===== config.mk =====
export PLATFORM = sky130hd
export DESIGN_NAME = fourier_shift_phase_ramp
export DESIGN_NICKNAME = d
export VERILOG_FILES = /design/src/fsp_pkg.sv /design/src/fsp_front.sv /design/src/fsp_queue.sv /design/src/fsp_back.sv /design/src/fourier_shift_phase_ramp.sv
export SDC_FILE = /design/constraint.sdc
export NUM_CORES = 2
export LEC_CHECK = 0
export BUFFER_PORTS_ARGS = -buffer_cell sky130_fd_sc_hd__buf_2
export CORE_ASPECT_RATIO = 1.2
export CORE_MARGIN = 4
export CORE_UTILIZATION = 67
export CTS_BUF_LIST = sky130_fd_sc_hd__clkbuf_2
export DETAILED_ROUTE_END_ITERATION = 8
export HOLD_SLACK_MARGIN = 0.12
export PLACE_DENSITY_LB_ADDON = 0.05
export SYNTH_ARGS = -nofsm -noshare
export SYNTH_HDL_FRONTEND = slang
export SYNTH_HIERARCHICAL = 1
export SYNTH_SLANG_ARGS = --single-unit
export TNS_END_PERCENT = 20

===== constraint.sdc =====
create_clock -name clk -period 12.2 [get_ports clk]
set_clock_uncertainty 0.15 [all_clocks]
set_input_delay 1.83 -clock clk [delete_from_list [all_inputs] [get_ports clk]]
set_output_delay 1.83 -clock clk [all_outputs]
set_load 0.05 [all_outputs]

===== src/fsp_pkg.sv =====
`timescale 1ns / 1ps
// Shared types, constants and tables for the Fourier shift phase ramp.
package fsp_pkg;

  localparam int MAX_DIM       = 1024;
  localparam int CORDIC_STAGES = 16;
  localparam int TABLE_LEN     = 24;
  localparam int STAGES_EFF    = (CORDIC_STAGES > TABLE_LEN) ? TABLE_LEN : CORDIC_STAGES;
  localparam int ITER_W        = (STAGES_EFF > 1) ? $clog2(STAGES_EFF) : 1;
  localparam int TAB_W         = $clog2(TABLE_LEN);

  localparam int SAMPLE_W   = 16;
  localparam int PHASE_W    = 32;
  localparam int CFG_SIZE_W = 11;
  localparam int CFG_DATA_W = 32;
  localparam int CFG_IDX_W  = 3;
  localparam int IDX_W      = $clog2(MAX_DIM);
  localparam int SIZE_W     = (IDX_W + 1 > CFG_SIZE_W) ? IDX_W + 1 : CFG_SIZE_W;

  localparam int GAIN_W = 30;
  localparam logic [GAIN_W-1:0] CORDIC_GAIN_Q30 = GAIN_W'(652032874);
  localparam int VEC_W  = 34;
  localparam int ANG_W  = PHASE_W + 1;

  localparam int QUEUE_DEPTH = 2;
  localparam int QPTR_W      = (QUEUE_DEPTH > 1) ? $clog2(QUEUE_DEPTH) : 1;
  localparam int QCNT_W      = $clog2(QUEUE_DEPTH + 1);

  typedef enum logic [CFG_IDX_W-1:0] {
    REG_SIZE_X = 3'd0,
    REG_SIZE_Y = 3'd1,
    REG_SIZE_Z = 3'd2,
    REG_STEP_X = 3'd3,
    REG_STEP_Y = 3'd4,
    REG_STEP_Z = 3'd5
  } cfg_reg_t;

  typedef struct packed {
    logic signed [SAMPLE_W-1:0] sample_re;
    logic signed [SAMPLE_W-1:0] sample_im;
  } in_item_t;

  typedef struct packed {
    logic signed [SAMPLE_W-1:0] out_re;
    logic signed [SAMPLE_W-1:0] out_im;
    logic                       frame_last;
  } out_item_t;

  // Classified item handed from front to back.
  typedef struct packed {
    logic signed [SAMPLE_W-1:0] re;
    logic signed [SAMPLE_W-1:0] im;
    logic                       neg;
    logic signed [PHASE_W-1:0]  ang;
    logic                       last;
  } job_t;

  typedef struct packed {
    logic              full;
    logic              empty;
    logic [QCNT_W-1:0] count;
  } q_stat_t;

  function automatic logic [GAIN_W-1:0] atan_turn(input logic [TAB_W-1:0] idx);
    logic [GAIN_W-1:0] v;
    unique case (idx)
      5'd0:    v = 30'd536870912;
      5'd1:    v = 30'd316933406;
      5'd2:    v = 30'd167458907;
      5'd3:    v = 30'd85004756;
      5'd4:    v = 30'd42667331;
      5'd5:    v = 30'd21354465;
      5'd6:    v = 30'd10679838;
      5'd7:    v = 30'd5340245;
      5'd8:    v = 30'd2670163;
      5'd9:    v = 30'd1335087;
      5'd10:   v = 30'd667544;
      5'd11:   v = 30'd333772;
      5'd12:   v = 30'd166886;
      5'd13:   v = 30'd83443;
      5'd14:   v = 30'd41722;
      5'd15:   v = 30'd20861;
      5'd16:   v = 30'd10430;
      5'd17:   v = 30'd5215;
      5'd18:   v = 30'd2608;
      5'd19:   v = 30'd1304;
      5'd20:   v = 30'd652;
      5'd21:   v = 30'd326;
      5'd22:   v = 30'd163;
      5'd23:   v = 30'd81;
      default: v = '0;
    endcase
    return v;
  endfunction

endpackage


===== src/fsp_front.sv =====
`timescale 1ns / 1ps
// Front end: configuration registers, raster counters and phase accumulation.
module fsp_front import fsp_pkg::*; (
  input  logic                  clk,
  input  logic                  rst_n,
  input  logic                  cfg_valid,
  output logic                  cfg_ready,
  input  logic [CFG_IDX_W-1:0]  cfg_index,
  input  logic [CFG_DATA_W-1:0] cfg_data,
  input  logic                  in_valid,
  output logic                  in_stall,
  input  in_item_t              in_data,
  output logic                  push,
  output job_t                  push_job,
  input  q_stat_t               q_stat
);

  typedef enum logic [2:0] {
    F_IDLE = 3'b001,
    F_MUL  = 3'b010,
    F_PUSH = 3'b100
  } fstate_t;

  typedef enum logic [1:0] {
    AXIS_X = 2'd0,
    AXIS_Y = 2'd1,
    AXIS_Z = 2'd2
  } axis_t;

  localparam int F_W = SIZE_W + 1;

  fstate_t state_r, state_nxt;
  axis_t   axis_r, axis_nxt;

  logic [CFG_SIZE_W-1:0] size_x_r, size_y_r, size_z_r;
  logic [PHASE_W-1:0]    step_x_r, step_y_r, step_z_r;
  logic [IDX_W-1:0]      x_index_r, y_index_r, z_index_r;
  logic [IDX_W-1:0]      x_index_nxt, y_index_nxt, z_index_nxt;
  logic [PHASE_W-1:0]    phi_r, phi_nxt;
  in_item_t              smp_r;
  logic                  last_r;

  logic [SIZE_W-1:0] nx, ny, nz;
  logic              x_wrap, y_wrap, z_wrap;
  logic              accept;

  logic [IDX_W-1:0]        sel_idx;
  logic [SIZE_W-1:0]       sel_n;
  logic [PHASE_W-1:0]      sel_step;
  logic signed [F_W-1:0]   freq;
  logic signed [F_W+PHASE_W:0] prod;
  logic [PHASE_W-1:0]      ang;
  logic                    fold;

  function automatic logic [SIZE_W-1:0] eff_size(input logic [CFG_SIZE_W-1:0] n);
    logic [SIZE_W-1:0] w;
    w = SIZE_W'(n);
    if (w == '0) begin
      return SIZE_W'(1);
    end
    if (w > SIZE_W'(MAX_DIM)) begin
      return SIZE_W'(MAX_DIM);
    end
    return w;
  endfunction

  assign cfg_ready = 1'b1;
  assign nx = eff_size(size_x_r);
  assign ny = eff_size(size_y_r);
  assign nz = eff_size(size_z_r);

  assign x_wrap = (SIZE_W'(x_index_r) + SIZE_W'(1)) >= nx;
  assign y_wrap = (SIZE_W'(y_index_r) + SIZE_W'(1)) >= ny;
  assign z_wrap = (SIZE_W'(z_index_r) + SIZE_W'(1)) >= nz;

  assign in_stall = (state_r != F_IDLE);
  assign accept   = in_valid && !in_stall;

  always_comb begin
    unique case (axis_r)
      AXIS_X: begin
        sel_idx = x_index_r; sel_n = nx; sel_step = step_x_r;
      end
      AXIS_Y: begin
        sel_idx = y_index_r; sel_n = ny; sel_step = step_y_r;
      end
      default: begin
        sel_idx = z_index_r; sel_n = nz; sel_step = step_z_r;
      end
    endcase
  end

  assign freq = (SIZE_W'(sel_idx) < (sel_n >> 1)) ? F_W'(sel_idx)
              : signed'(F_W'(sel_idx)) - signed'(F_W'(sel_n));
  assign prod = freq * signed'({1'b0, sel_step});

  assign ang  = PHASE_W'(0) - phi_r;
  assign fold = (ang[PHASE_W-1:PHASE_W-2] == 2'b01) || (ang[PHASE_W-1:PHASE_W-2] == 2'b10);

  assign push = (state_r == F_PUSH) && !q_stat.full;
  always_comb begin
    push_job.re   = smp_r.sample_re;
    push_job.im   = smp_r.sample_im;
    push_job.neg  = fold;
    push_job.ang  = signed'({ang[PHASE_W-1] ^ fold, ang[PHASE_W-2:0]});
    push_job.last = last_r;
  end

  always_comb begin
    state_nxt   = state_r;
    axis_nxt    = axis_r;
    phi_nxt     = phi_r;
    x_index_nxt = x_index_r;
    y_index_nxt = y_index_r;
    z_index_nxt = z_index_r;
    unique case (state_r)
      F_IDLE: begin
        if (accept) begin
          phi_nxt   = '0;
          axis_nxt  = AXIS_X;
          state_nxt = F_MUL;
        end
      end
      F_MUL: begin
        phi_nxt = phi_r + prod[PHASE_W-1:0];
        if (axis_r == AXIS_Z) begin
          state_nxt = F_PUSH;
        end else begin
          axis_nxt = axis_t'(axis_r + 2'd1);
        end
      end
      F_PUSH: begin
        if (push) begin
          state_nxt = F_IDLE;
          if (x_wrap) begin
            x_index_nxt = '0;
            if (y_wrap) begin
              y_index_nxt = '0;
              z_index_nxt = z_wrap ? '0 : z_index_r + IDX_W'(1);
            end else begin
              y_index_nxt = y_index_r + IDX_W'(1);
            end
          end else begin
            x_index_nxt = x_index_r + IDX_W'(1);
          end
        end
      end
      default: state_nxt = F_IDLE;
    endcase
  end

  always_ff @(posedge clk) begin
    if (!rst_n) begin
      state_r   <= F_IDLE;
      axis_r    <= AXIS_X;
      x_index_r <= '0;
      y_index_r <= '0;
      z_index_r <= '0;
      size_x_r  <= CFG_SIZE_W'(1);
      size_y_r  <= CFG_SIZE_W'(1);
      size_z_r  <= CFG_SIZE_W'(1);
      step_x_r  <= '0;
      step_y_r  <= '0;
      step_z_r  <= '0;
    end else begin
      state_r   <= state_nxt;
      axis_r    <= axis_nxt;
      x_index_r <= x_index_nxt;
      y_index_r <= y_index_nxt;
      z_index_r <= z_index_nxt;
      if (cfg_valid && cfg_ready) begin
        unique case (cfg_index)
          REG_SIZE_X: size_x_r <= cfg_data[CFG_SIZE_W-1:0];
          REG_SIZE_Y: size_y_r <= cfg_data[CFG_SIZE_W-1:0];
          REG_SIZE_Z: size_z_r <= cfg_data[CFG_SIZE_W-1:0];
          REG_STEP_X: step_x_r <= cfg_data[PHASE_W-1:0];
          REG_STEP_Y: step_y_r <= cfg_data[PHASE_W-1:0];
          REG_STEP_Z: step_z_r <= cfg_data[PHASE_W-1:0];
          default: ;
        endcase
      end
    end
  end

  always_ff @(posedge clk) begin
    phi_r <= phi_nxt;
    if (accept) begin
      smp_r  <= in_data;
      last_r <= x_wrap && y_wrap && z_wrap;
    end
  end

endmodule


===== src/fsp_queue.sv =====
`timescale 1ns / 1ps
// Short register queue between the front end and the rotator.
module fsp_queue import fsp_pkg::*; (
  input  logic    clk,
  input  logic    rst_n,
  input  logic    push,
  input  job_t    push_job,
  input  logic    pop,
  output job_t    head_job,
  output q_stat_t q_stat
);

  job_t              mem_r [QUEUE_DEPTH];
  logic [QPTR_W-1:0] wr_ptr_r, rd_ptr_r;
  logic [QCNT_W-1:0] count_r;

  function automatic logic [QPTR_W-1:0] ptr_inc(input logic [QPTR_W-1:0] p);
    return (p == QPTR_W'(QUEUE_DEPTH - 1)) ? '0 : p + QPTR_W'(1);
  endfunction

  assign head_job     = mem_r[rd_ptr_r];
  assign q_stat.full  = (count_r == QCNT_W'(QUEUE_DEPTH));
  assign q_stat.empty = (count_r == '0);
  assign q_stat.count = count_r;

  always_ff @(posedge clk) begin
    if (!rst_n) begin
      wr_ptr_r <= '0;
      rd_ptr_r <= '0;
      count_r  <= '0;
    end else begin
      if (push) begin
        wr_ptr_r <= ptr_inc(wr_ptr_r);
      end
      if (pop) begin
        rd_ptr_r <= ptr_inc(rd_ptr_r);
      end
      unique case ({push, pop})
        2'b10:   count_r <= count_r + QCNT_W'(1);
        2'b01:   count_r <= count_r - QCNT_W'(1);
        default: ;
      endcase
    end
  end

  always_ff @(posedge clk) begin
    if (push) begin
      mem_r[wr_ptr_r] <= push_job;
    end
  end

endmodule


===== src/fsp_back.sv =====
`timescale 1ns / 1ps
// Back end: gain prescale, iterative CORDIC rotation and saturating output.
module fsp_back import fsp_pkg::*; (
  input  logic      clk,
  input  logic      rst_n,
  input  q_stat_t   q_stat,
  input  job_t      head_job,
  output logic      pop,
  output logic      out_valid,
  input  logic      out_stall,
  output out_item_t out_data
);

  typedef enum logic [3:0] {
    B_IDLE  = 4'b0001,
    B_SCALE = 4'b0010,
    B_ROT   = 4'b0100,
    B_DONE  = 4'b1000
  } bstate_t;

  localparam int PROD_W = SAMPLE_W + 1 + GAIN_W + 1;
  localparam int RND_W  = VEC_W - SAMPLE_W + 1;

  bstate_t state_r, state_nxt;
  job_t    job_r;
  logic [ITER_W-1:0] iter_r;
  logic signed [VEC_W-1:0] vx_r, vy_r;
  logic signed [ANG_W-1:0] z_r;
  logic out_valid_r;
  out_item_t out_r;

  logic signed [SAMPLE_W:0]   re_s, im_s;
  logic signed [PROD_W-1:0]   px, py;
  logic signed [VEC_W-1:0]    dx, dy;
  logic signed [ANG_W-1:0]    tz;
  logic signed [RND_W-1:0]    rx, ry;
  logic                       slot_free;

  function automatic logic signed [SAMPLE_W-1:0] sat_q15(input logic signed [RND_W-1:0] r);
    if (r > RND_W'(32767)) begin
      return SAMPLE_W'(32767);
    end
    if (r < -RND_W'(32768)) begin
      return SAMPLE_W'(-32768);
    end
    return r[SAMPLE_W-1:0];
  endfunction

  assign re_s = job_r.neg ? -signed'({job_r.re[SAMPLE_W-1], job_r.re})
                          : signed'({job_r.re[SAMPLE_W-1], job_r.re});
  assign im_s = job_r.neg ? -signed'({job_r.im[SAMPLE_W-1], job_r.im})
                          : signed'({job_r.im[SAMPLE_W-1], job_r.im});
  assign px = re_s * signed'({1'b0, CORDIC_GAIN_Q30});
  assign py = im_s * signed'({1'b0, CORDIC_GAIN_Q30});

  assign dx = vy_r >>> iter_r;
  assign dy = vx_r >>> iter_r;
  assign tz = signed'(ANG_W'(atan_turn(TAB_W'(iter_r))));

  assign rx = RND_W'((vx_r + VEC_W'(16384)) >>> SAMPLE_W - 1);
  assign ry = RND_W'((vy_r + VEC_W'(16384)) >>> SAMPLE_W - 1);

  assign slot_free = !out_valid_r || !out_stall;
  assign pop       = (state_r == B_IDLE) && !q_stat.empty;
  assign out_valid = out_valid_r;
  assign out_data  = out_r;

  always_comb begin
    state_nxt = state_r;
    unique case (state_r)
      B_IDLE:  if (pop) state_nxt = B_SCALE;
      B_SCALE: state_nxt = B_ROT;
      B_ROT:   if (iter_r == ITER_W'(STAGES_EFF - 1)) state_nxt = B_DONE;
      B_DONE:  if (slot_free) state_nxt = B_IDLE;
      default: state_nxt = B_IDLE;
    endcase
  end

  always_ff @(posedge clk) begin
    if (!rst_n) begin
      state_r     <= B_IDLE;
      out_valid_r <= 1'b0;
    end else begin
      state_r <= state_nxt;
      if ((state_r == B_DONE) && slot_free) begin
        out_valid_r <= 1'b1;
      end else if (!out_stall) begin
        out_valid_r <= 1'b0;
      end
    end
  end

  always_ff @(posedge clk) begin
    unique case (state_r)
      B_IDLE: begin
        if (pop) begin
          job_r <= head_job;
        end
      end
      B_SCALE: begin
        vx_r   <= VEC_W'(px >>> SAMPLE_W - 1);
        vy_r   <= VEC_W'(py >>> SAMPLE_W - 1);
        z_r    <= ANG_W'(job_r.ang);
        iter_r <= '0;
      end
      B_ROT: begin
        if (!z_r[ANG_W-1]) begin
          vx_r <= vx_r - dx;
          vy_r <= vy_r + dy;
          z_r  <= z_r - tz;
        end else begin
          vx_r <= vx_r + dx;
          vy_r <= vy_r - dy;
          z_r  <= z_r + tz;
        end
        iter_r <= iter_r + ITER_W'(1);
      end
      B_DONE: begin
        if (slot_free) begin
          out_r.out_re     <= sat_q15(rx);
          out_r.out_im     <= sat_q15(ry);
          out_r.frame_last <= job_r.last;
        end
      end
      default: ;
    endcase
  end

endmodule


===== src/fourier_shift_phase_ramp.sv =====
`timescale 1ns / 1ps
// Top level of the Fourier shift phase ramp rotator.
// Rotates each complex Q1.15 Fourier sample, taken in raster order (x fastest), by
// exp(-j*2*pi*(fx*step_x + fy*step_y + fz*step_z)) and returns it rounded and
// saturated, with frame_last set on the last sample of a frame. The front end
// takes a sample, forms three phase products on one multiplier and pushes to the
// queue (waiting while it is full) before it takes the next. The back end pops a
// sample, prescales it, runs the iterative CORDIC rotation and loads the output
// before it pops the next, so this CORDIC loop sets the sustained rate. A two-entry
// queue lets the front classify the next sample while the back is rotating. Sizes
// and steps must be written through the cfg port only while no sample is in flight;
// the block does not enforce this. Raster counters are not cleared by such writes.
module fourier_shift_phase_ramp import fsp_pkg::*; (
  input  logic                  clk,
  input  logic                  rst_n,
  input  logic                  cfg_valid,
  output logic                  cfg_ready,
  input  logic [CFG_IDX_W-1:0]  cfg_index,
  input  logic [CFG_DATA_W-1:0] cfg_data,
  input  logic                  in_valid,
  output logic                  in_stall,
  input  in_item_t              in_data,
  output logic                  out_valid,
  input  logic                  out_stall,
  output out_item_t             out_data
);

  logic    q_push, q_pop;
  job_t    push_job, head_job;
  q_stat_t q_stat;

  fsp_front u_front (
    .clk       (clk),
    .rst_n     (rst_n),
    .cfg_valid (cfg_valid),
    .cfg_ready (cfg_ready),
    .cfg_index (cfg_index),
    .cfg_data  (cfg_data),
    .in_valid  (in_valid),
    .in_stall  (in_stall),
    .in_data   (in_data),
    .push      (q_push),
    .push_job  (push_job),
    .q_stat    (q_stat)
  );

  fsp_queue u_queue (
    .clk      (clk),
    .rst_n    (rst_n),
    .push     (q_push),
    .push_job (push_job),
    .pop      (q_pop),
    .head_job (head_job),
    .q_stat   (q_stat)
  );

  fsp_back u_back (
    .clk       (clk),
    .rst_n     (rst_n),
    .q_stat    (q_stat),
    .head_job  (head_job),
    .pop       (q_pop),
    .out_valid (out_valid),
    .out_stall (out_stall),
    .out_data  (out_data)
  );

  a_in_busy_after_accept: assert property (@(posedge clk) disable iff (!rst_n)
    (in_valid && !in_stall) |=> in_stall)
    else $error("front accepted an item while still classifying");

  a_pop_nonempty: assert property (@(posedge clk) disable iff (!rst_n)
    q_pop |-> (q_stat.count != '0))
    else $error("back popped an empty queue");

  a_push_not_full: assert property (@(posedge clk) disable iff (!rst_n)
    q_push |-> !q_stat.full)
    else $error("front pushed into a full queue");

  a_count_bound: assert property (@(posedge clk) disable iff (!rst_n)
    q_stat.count <= QCNT_W'(QUEUE_DEPTH))
    else $error("queue count beyond depth");

endmodule


; ---- Yosys cells after proc, flatten, opt, wreduce, memory -nomap -nowiden
; Memory sizes are Yosys's and may differ from the RTL's. A register that Yosys moved wholly into a read port is not among the register bits.
; Cells that the tools add are included.
[classes]
addsub = 25
eq_ne = 29
n_mul = 3
shift = 2
magnitude_cmp = 11
muxes = 80
n_bitwise = 1
reduce_logical = 37
[ops]
columns = operator, n
row1 = 34-bit one-hot mux with 2 select lines, 2
row2 = 11-bit 2-to-1 mux, 12
row3 = 16-bit 2-to-1 mux, 8
row4 = 32-bit one-hot mux with 2 select lines, 2
row5 = "17-bit by 30-bit multiplier with 47-bit output, second input constant", 2
row6 = "34-bit by 16-bit adder with 34-bit output, second input constant", 2
row7 = 34-bit adder, 2
row8 = 34-bit 2-to-1 mux, 2
row9 = 34-bit by 4-bit >>> shifter with 34-bit output, 2
row10 = 34-bit subtractor, 2
row11 = 33-bit one-hot mux with 2 select lines, 1
row12 = "19-bit by 16-bit greater-than comparator with 1-bit output, second input constant", 2
row13 = "19-bit by 16-bit < comparator with 1-bit output, second input constant", 2
row14 = 17-bit 2-to-1 mux, 2
row15 = 16-bit negator with 17-bit output, 2
row16 = "10-bit by 1-bit adder with 11-bit output, second input constant", 3
row17 = 33-bit by 31-bit adder with 33-bit output, 1
row18 = 11-bit >= comparator, 3
row19 = "11-bit greater-than comparator, second input constant", 3
row20 = 11-bit logical NOT, 3
row21 = 12-bit by 33-bit multiplier with 32-bit output, 1
row22 = 33-bit 2-to-1 mux, 1
row23 = 33-bit by 31-bit subtractor with 33-bit output, 1
row24 = 32-bit adder, 1
row25 = 43 further kinds, 126
[totals]
rom_bits = 480
output_inout_bits = 36
mem_count = 2
ramBits = 132
in_bits = 72
register_bits = 376
[memory_table]
columns = name, words, width, read_ports, rd_clocked_by_memory_dff, write_ports, line
row1 = (no name shown), 16, 30, 1, 1, 0, fsp_pkg.sv:66  ; unique case (idx)
row2 = u_queue.mem_r, 2, 66, 1, 1, 1, fsp_queue.sv:13  ; job_t mem_r [QUEUE_DEPTH];

; ---- Logic depth before layout (Yosys ltp)
[logic_depth]
depth_word = 11
ltp_mapped = 45
ltp_nobuf = 39

; ---- By module
; The synthesis kept the hierarchy.
[modules_own_cells]
columns = mod, seq_area_each_um2, area_each_um2, cells_per_inst, n_inst
row1 = fsp_back, 6826.5, 37111.8, 3907, 1
row2 = fsp_front, 5235.0, 21973.6, 2504, 1
row3 = fsp_queue, 4063.9, 4968.5, 227, 1

; ---- Worst setup path after synthesis
; Ideal clock, no wire load.
[synth_timing]
path_type = reg-to-reg
from = register u_front.axis_r[1]
to = register u_front.phi_r[31] (data pin)
path_slack_ns = 2.163
arrival_ns = 9.622
stages_incl_launch_ff = 43
synth_period_minus_slack_ns = 10.037
setup_time_ns = 0.264
cell_sequence = dfxtp_1 -> inv_1 -> ha_1 -> buf_4 -> clkbuf_1 -> clkbuf_1 -> buf_1 -> a21boi_1 -> a22o_1 -> a21oi_1 -> ha_1 -> nand4_1 -> nor2_1 -> a311oi_1 -> o211a_1 -> buf_6 -> clkbuf_1 -> nor2_1 -> [7 not listed] -> fa_1 -> fa_1 -> fa_1 -> inv_1 -> fa_1 -> inv_1 -> ha_1 -> a21o_1 -> a21oi_1 -> o31ai_1 -> o21ai_1 -> a211oi_1 -> or4_1 -> a21o_1 -> a21o_1 -> a21oi_1 -> xnor2_1 -> nor2_1
[synth_via]
elab_chain_cells = 7
word_cells_on_any_way = 11
[synth_rtl]
columns = item, line
row1 = start: declaration, fsp_front.sv:33  ; axis_t axis_r, axis_nxt;
row2 = start signal: assignment, fsp_front.sv:167  ; axis_r <= axis_nxt;
row3 = 2-bit by 1-bit == test with 1-bit output / 2-bit logical NOT (equally long branches), fsp_front.sv:80  ; unique case (axis_r)
row4 = 10-bit one-hot mux with 2 select lines / 11-bit one-hot mux with 2 select lines (equally long branches), fsp_front.sv:80
row5 = 10-bit by 11-bit subtractor with 12-bit output / 10-bit < comparator (equally long branches), "fsp_front.sv:94, fsp_front.sv:93"
row6 = 12-bit 2-to-1 mux, fsp_front.sv:93  ; assign freq = (SIZE_W'(sel_idx) < (sel_n >> 1)) ? F_W'(sel_idx)
row7 = 12-bit by 33-bit multiplier with 32-bit output (*), fsp_front.sv:95  ; assign prod = freq * signed'({1'b0, sel_step});
row8 = 32-bit adder (*), fsp_front.sv:125  ; phi_nxt = phi_r + prod[PHASE_W-1:0];
row9 = 32-bit one-hot mux with 2 select lines (*), fsp_front.sv:116  ; unique case (state_r)
row10 = end signal: assignment, fsp_front.sv:186  ; phi_r <= phi_nxt;
row11 = end: declaration, fsp_front.sv:39  ; logic [PHASE_W-1:0] phi_r, phi_nxt;
; Mark *: on every way between the ends. The rest lies on a longest branch, timed or not.
; A chain may end at the register's enable or synchronous reset.

; ---- Final worst setup path
[layout_timing]
from = register u_front.axis_r[0]
to = register u_front.phi_r[31] (data pin)
; Same word-level chain as after synthesis.

==> impl_metrics.csv <==
group,metric,value,unit
clock_tree,max-clock-path-buffers,3,
sta,rsz0062_at_grt,"false",
synthesis,synth_top_cells_by_area,"sky130_fd_sc_hd__fa_1 20%, sky130_fd_sc_hd__edfxtp_1 19%, sky130_fd_sc_hd__ha_1 11%",
worst_hold_path,worst_hold_path.endpoint,"u_queue/mem_r[0][63]",
cells_and_area,instances_no_fill,8106,
route,postRouteAntennaNets,0,
clock_tree,cts_num_sinks,605,
cells_and_area,filler_cell_count,7359,
clock_tree,post_cts_sizing,0,
clock_tree,postCtsSetupBuffers,0,
die,dieArea,101000,sq um
run_status,status,"completed",
place,post_dp_cell_area,65700,sq um
place,detailed_place_hpwl,136000,um
sta,report.final.hold_viol_count,0,
cells_and_area,synthToLayoutAreaGrowth,4.90,%
place,globalplace.congestion,1.00,
setup_path,critPathSlowestCell,"sky130_fd_sc_hd__xnor2_1",
setup_path,worst_path_max_stage_delay,760,ps
setup_path,worst_path_maximum_fanout,39,
global_routing,first_global_vias,51100,
global_routing,grt_max_degree,124,
clock_tree,cts_tree,"built",
sta,setup-tns-final,0,ps
synthesis,synth_area_leader_cell,"sky130_fd_sc_hd__fa_1",
cells_and_area,sequential_cell_area,16100,sq um
worst_hold_path,timing.hold.worst_path_depth,0,
synthesis,dominantRegCellSynth,"sky130_fd_sc_hd__edfxtp_1",
route,vias,49000,
setup_path,worstReg2RegEnd,"u_front/phi_r[31]",
synthesis,postSynth.asyncResetShare,0,%
synthesis,synth.yosys.seq_area_share,25.2,%
sta,worst_max_slew_margin_expressed_relative_to_the_limit,11.5,%
place,port_buffers,106,
sta,worst-slew-pin-transition,1310,ps
setup_path,arrival_time_of_data_at_the_critical_path_endpoint,11860,ps
route,remaining_drc_errors,0,
sta,final.period_utilization,88.9,%
clock_tree,cts_made_buffers,155,
clock_tree,cts_htree_levels,4,
setup_path,worst_setup_path_startpoint,"u_front/axis_r[0]",
global_routing,global_route_wire_length_before_repair,276000,um
clock_tree,clk-insertion-delay-late,1440,ps
global_routing,global_route.usage.total,34.6,%
synthesis,yosysWarningCount,6,
clock_tree,cts_hold_buf,0,
die,fp-row-count,123,
run,drv_cap,0,
setup_path,timing_worst_setup_path_type,"register to register",
route,detail_route.vias_per_cell,6.05,
setup_path,cp_data_required_time,13220,ps
cells_and_area,multi_input_area,43500,sq um
die,placeableCoreArea,94300,sq um
sta,layout_min_cycle_time,10840,ps
route,drt-wirelength-per-cell,21.2,um
synthesis,synth_top_area_share,20.3,%
setup_path,startpoint_type,"register",
synthesis,avgSynthCellArea,9.65,sq um
route,detail_route.first_pass.iterations,6,
cells_and_area,nNetsFinal,8037,
setup_path,worst-r2r-setup-slack,1360,ps
synthesis,postSynthRegisterBits,605,
global_routing,antenna_found_initial,4,
setup_path,critical_path.endpoint_type,"register",
synthesis,postSynthNetCount,7945,
clock_tree,clk_pin_slew_worst_paths,110,ps
route,dr.first_iter.drc_count,3542,
place,numPlacedInstances,7823,
global_routing,globalRoute.totalOverflow,0,
sta,report.final.slew_viol_count,0,
die,chipHeight,347,um
synthesis,synth_enable_flop_cells,401,
route,totalWireLength,172000,um
sta,fmax,0.0922,GHz
worst_hold_path,hold_path_startpoint,"u_front/push_job[63]",
sta,setup_viol,0,
cells_and_area,final_layout_size_suffix_gt1_share,9.95,%
synthesis,post_synth_instance_area,64100,sq um
synthesis,post_synthesis_cell_type_count,108,
setup_path,reg2reg_depth,38,
cells_and_area,post-route-cell-area,67200,sq um
die,fp.dieW,290,um
setup_path,rr_startpoint,"u_front/axis_r[0]",
clock_tree,library_cell_used_as_clock_root_buffer,"sky130_fd_sc_hd__clkbuf_2",
die,start_util,67.9,%
die,io_pins,108,
worst_hold_path,holdCritPathClass,"register to register",
synthesis,syn_inst,6638,
[sequential cells by signal, summed over array words and instances (netlist names), 11 cells and up, named ones only]
signal	count
u_front/push_job	32
u_back/z_r	33
u_back/out_data	33
u_front/step_y_r	32
u_back/job_r	66
u_front/phi_r	32
u_front/size_x_r	11
u_front/step_x_r	32
u_back/vx_r	34
u_back/vy_r	34
u_front/step_z_r	32
u_queue/mem_r	132
u_front/size_y_r	11
u_front/size_z_r	11
u_back/tz	30
[worst max-delay path, delay by kind of cell, from the launching register on]
kind / cells / cell delay, ps
xor+xnor: 2 / 900
buf+inv: 7 / 940
compound gates: 14 / 2800
fa+ha+maj: 9 / 3750
simple gates: 6 / 1680
flops: 1 / 330
[cells in the final DEF (no fill, tap or decap), types with 48 or more instances in the layout]
master,count
sky130_fd_sc_hd__a21boi_0,146
sky130_fd_sc_hd__a21o_1,135
sky130_fd_sc_hd__a21oi_1,320
sky130_fd_sc_hd__and2_1,48
sky130_fd_sc_hd__and3_1,61
sky130_fd_sc_hd__buf_2,105
sky130_fd_sc_hd__buf_4,72
sky130_fd_sc_hd__clkbuf_2,229
sky130_fd_sc_hd__dfxtp_1,203
sky130_fd_sc_hd__edfxtp_1,401
sky130_fd_sc_hd__fa_1,651
sky130_fd_sc_hd__ha_1,582
sky130_fd_sc_hd__inv_1,908
sky130_fd_sc_hd__mux2_2,112
sky130_fd_sc_hd__mux2i_1,74
sky130_fd_sc_hd__mux4_2,52
sky130_fd_sc_hd__nand2_1,797
sky130_fd_sc_hd__nand3_1,105
sky130_fd_sc_hd__nor2_1,368
sky130_fd_sc_hd__nor3_1,62
sky130_fd_sc_hd__o21ai_0,261
sky130_fd_sc_hd__xnor2_1,221
sky130_fd_sc_hd__xor2_1,174
[metrics by stage]
step | hold WS, ps | utilization, % | setup WS [ps]
after floorplan | 250 | - | 2160
after global placement | 257 | 69.6 | 1660
after detailed placement | 269 | 69.6 | 1460
after CTS | 159 | 71.2 | 1380
after global routing | 207 | 71.2 | 703
final | 173 | 71.2 | 1360
[area by class of cell]
class,count,share of cell area [%]
diodes,3,0.0112
inverters,914,5.11
clock inverters,51,0.540
clock buffers,229,1.71
multi-input cells,4877,64.7
repair buffers,177,1.59
well taps,1250,2.33
flip-flops and latches,605,24.0
[synth_stat cells, types with 20 or more instances]
cell type,instances
sky130_fd_sc_hd__o21bai_1,29
sky130_fd_sc_hd__nand2_1,798
sky130_fd_sc_hd__or2_2,32
sky130_fd_sc_hd__o21a_1,37
sky130_fd_sc_hd__a21boi_0,146
sky130_fd_sc_hd__nand3_1,106
sky130_fd_sc_hd__o21ai_0,262
sky130_fd_sc_hd__mux2_2,112
sky130_fd_sc_hd__nand2b_1,45
sky130_fd_sc_hd__edfxtp_1,401
sky130_fd_sc_hd__and3_1,61
sky130_fd_sc_hd__nor4_1,27
sky130_fd_sc_hd__nor2b_1,47
sky130_fd_sc_hd__xnor2_1,221
sky130_fd_sc_hd__buf_2,20
sky130_fd_sc_hd__clkbuf_1,167
sky130_fd_sc_hd__nor2_1,370
sky130_fd_sc_hd__and2_1,50
sky130_fd_sc_hd__a21oi_1,322
sky130_fd_sc_hd__ha_1,584
sky130_fd_sc_hd__buf_1,26
sky130_fd_sc_hd__a21o_1,135
sky130_fd_sc_hd__a22o_1,39
sky130_fd_sc_hd__inv_1,909
sky130_fd_sc_hd__fa_1,651
sky130_fd_sc_hd__mux2i_1,75
sky130_fd_sc_hd__xor2_1,174
sky130_fd_sc_hd__buf_4,21
sky130_fd_sc_hd__nand4_1,37
sky130_fd_sc_hd__dfxtp_1,204
sky130_fd_sc_hd__a31oi_1,36
sky130_fd_sc_hd__or3_1,22
sky130_fd_sc_hd__a22oi_1,28
sky130_fd_sc_hd__nor3_1,62
sky130_fd_sc_hd__a211oi_1,26
sky130_fd_sc_hd__mux4_2,52
sky130_fd_sc_hd__o31ai_1,36
[routing by layer]
layer	part of all wire [%]	GRT usage, %
met1	37	40.7
met5	0.0076	0
met4	6.9	20.6
met2	49	59.6
met3	6.6	5.92
[cell families (layout without fill, tap and decap cells)]
| family | count (synthesis) | count (layout) | share of synthesized area (%) |
|---|---|---|---|
| xor+xnor | 398 | 398 | 5.50 |
| mux | 251 | 251 | 5.39 |
| compound gates | 1266 | 1266 | 12.9 |
| flops | 605 | 605 | 25.2 |
| other cells | 1 | 4 | 0.00585 |
| buf+inv | 1156 | 1371 | 7.06 |
| simple gates | 1726 | 1726 | 12.2 |
| fa+ha+maj | 1235 | 1235 | 31.8 |
[worst max path at each step]
stage | end | depth (start not counted)
3_3_place_gp | u_front/phi_r[31] | 38
3_5_place_dp | u_front/phi_r[31] | 38
6_report | u_front/phi_r[31] | 38
4_1_cts | u_front/phi_r[31] | 38
2_1_floorplan | u_front/phi_r[31] | 42
5_1_grt | u_front/phi_r[31] | 38
Power is not shown: default switching activity piles up to over one toggle a cycle in this logic, so the estimate is an artifact.
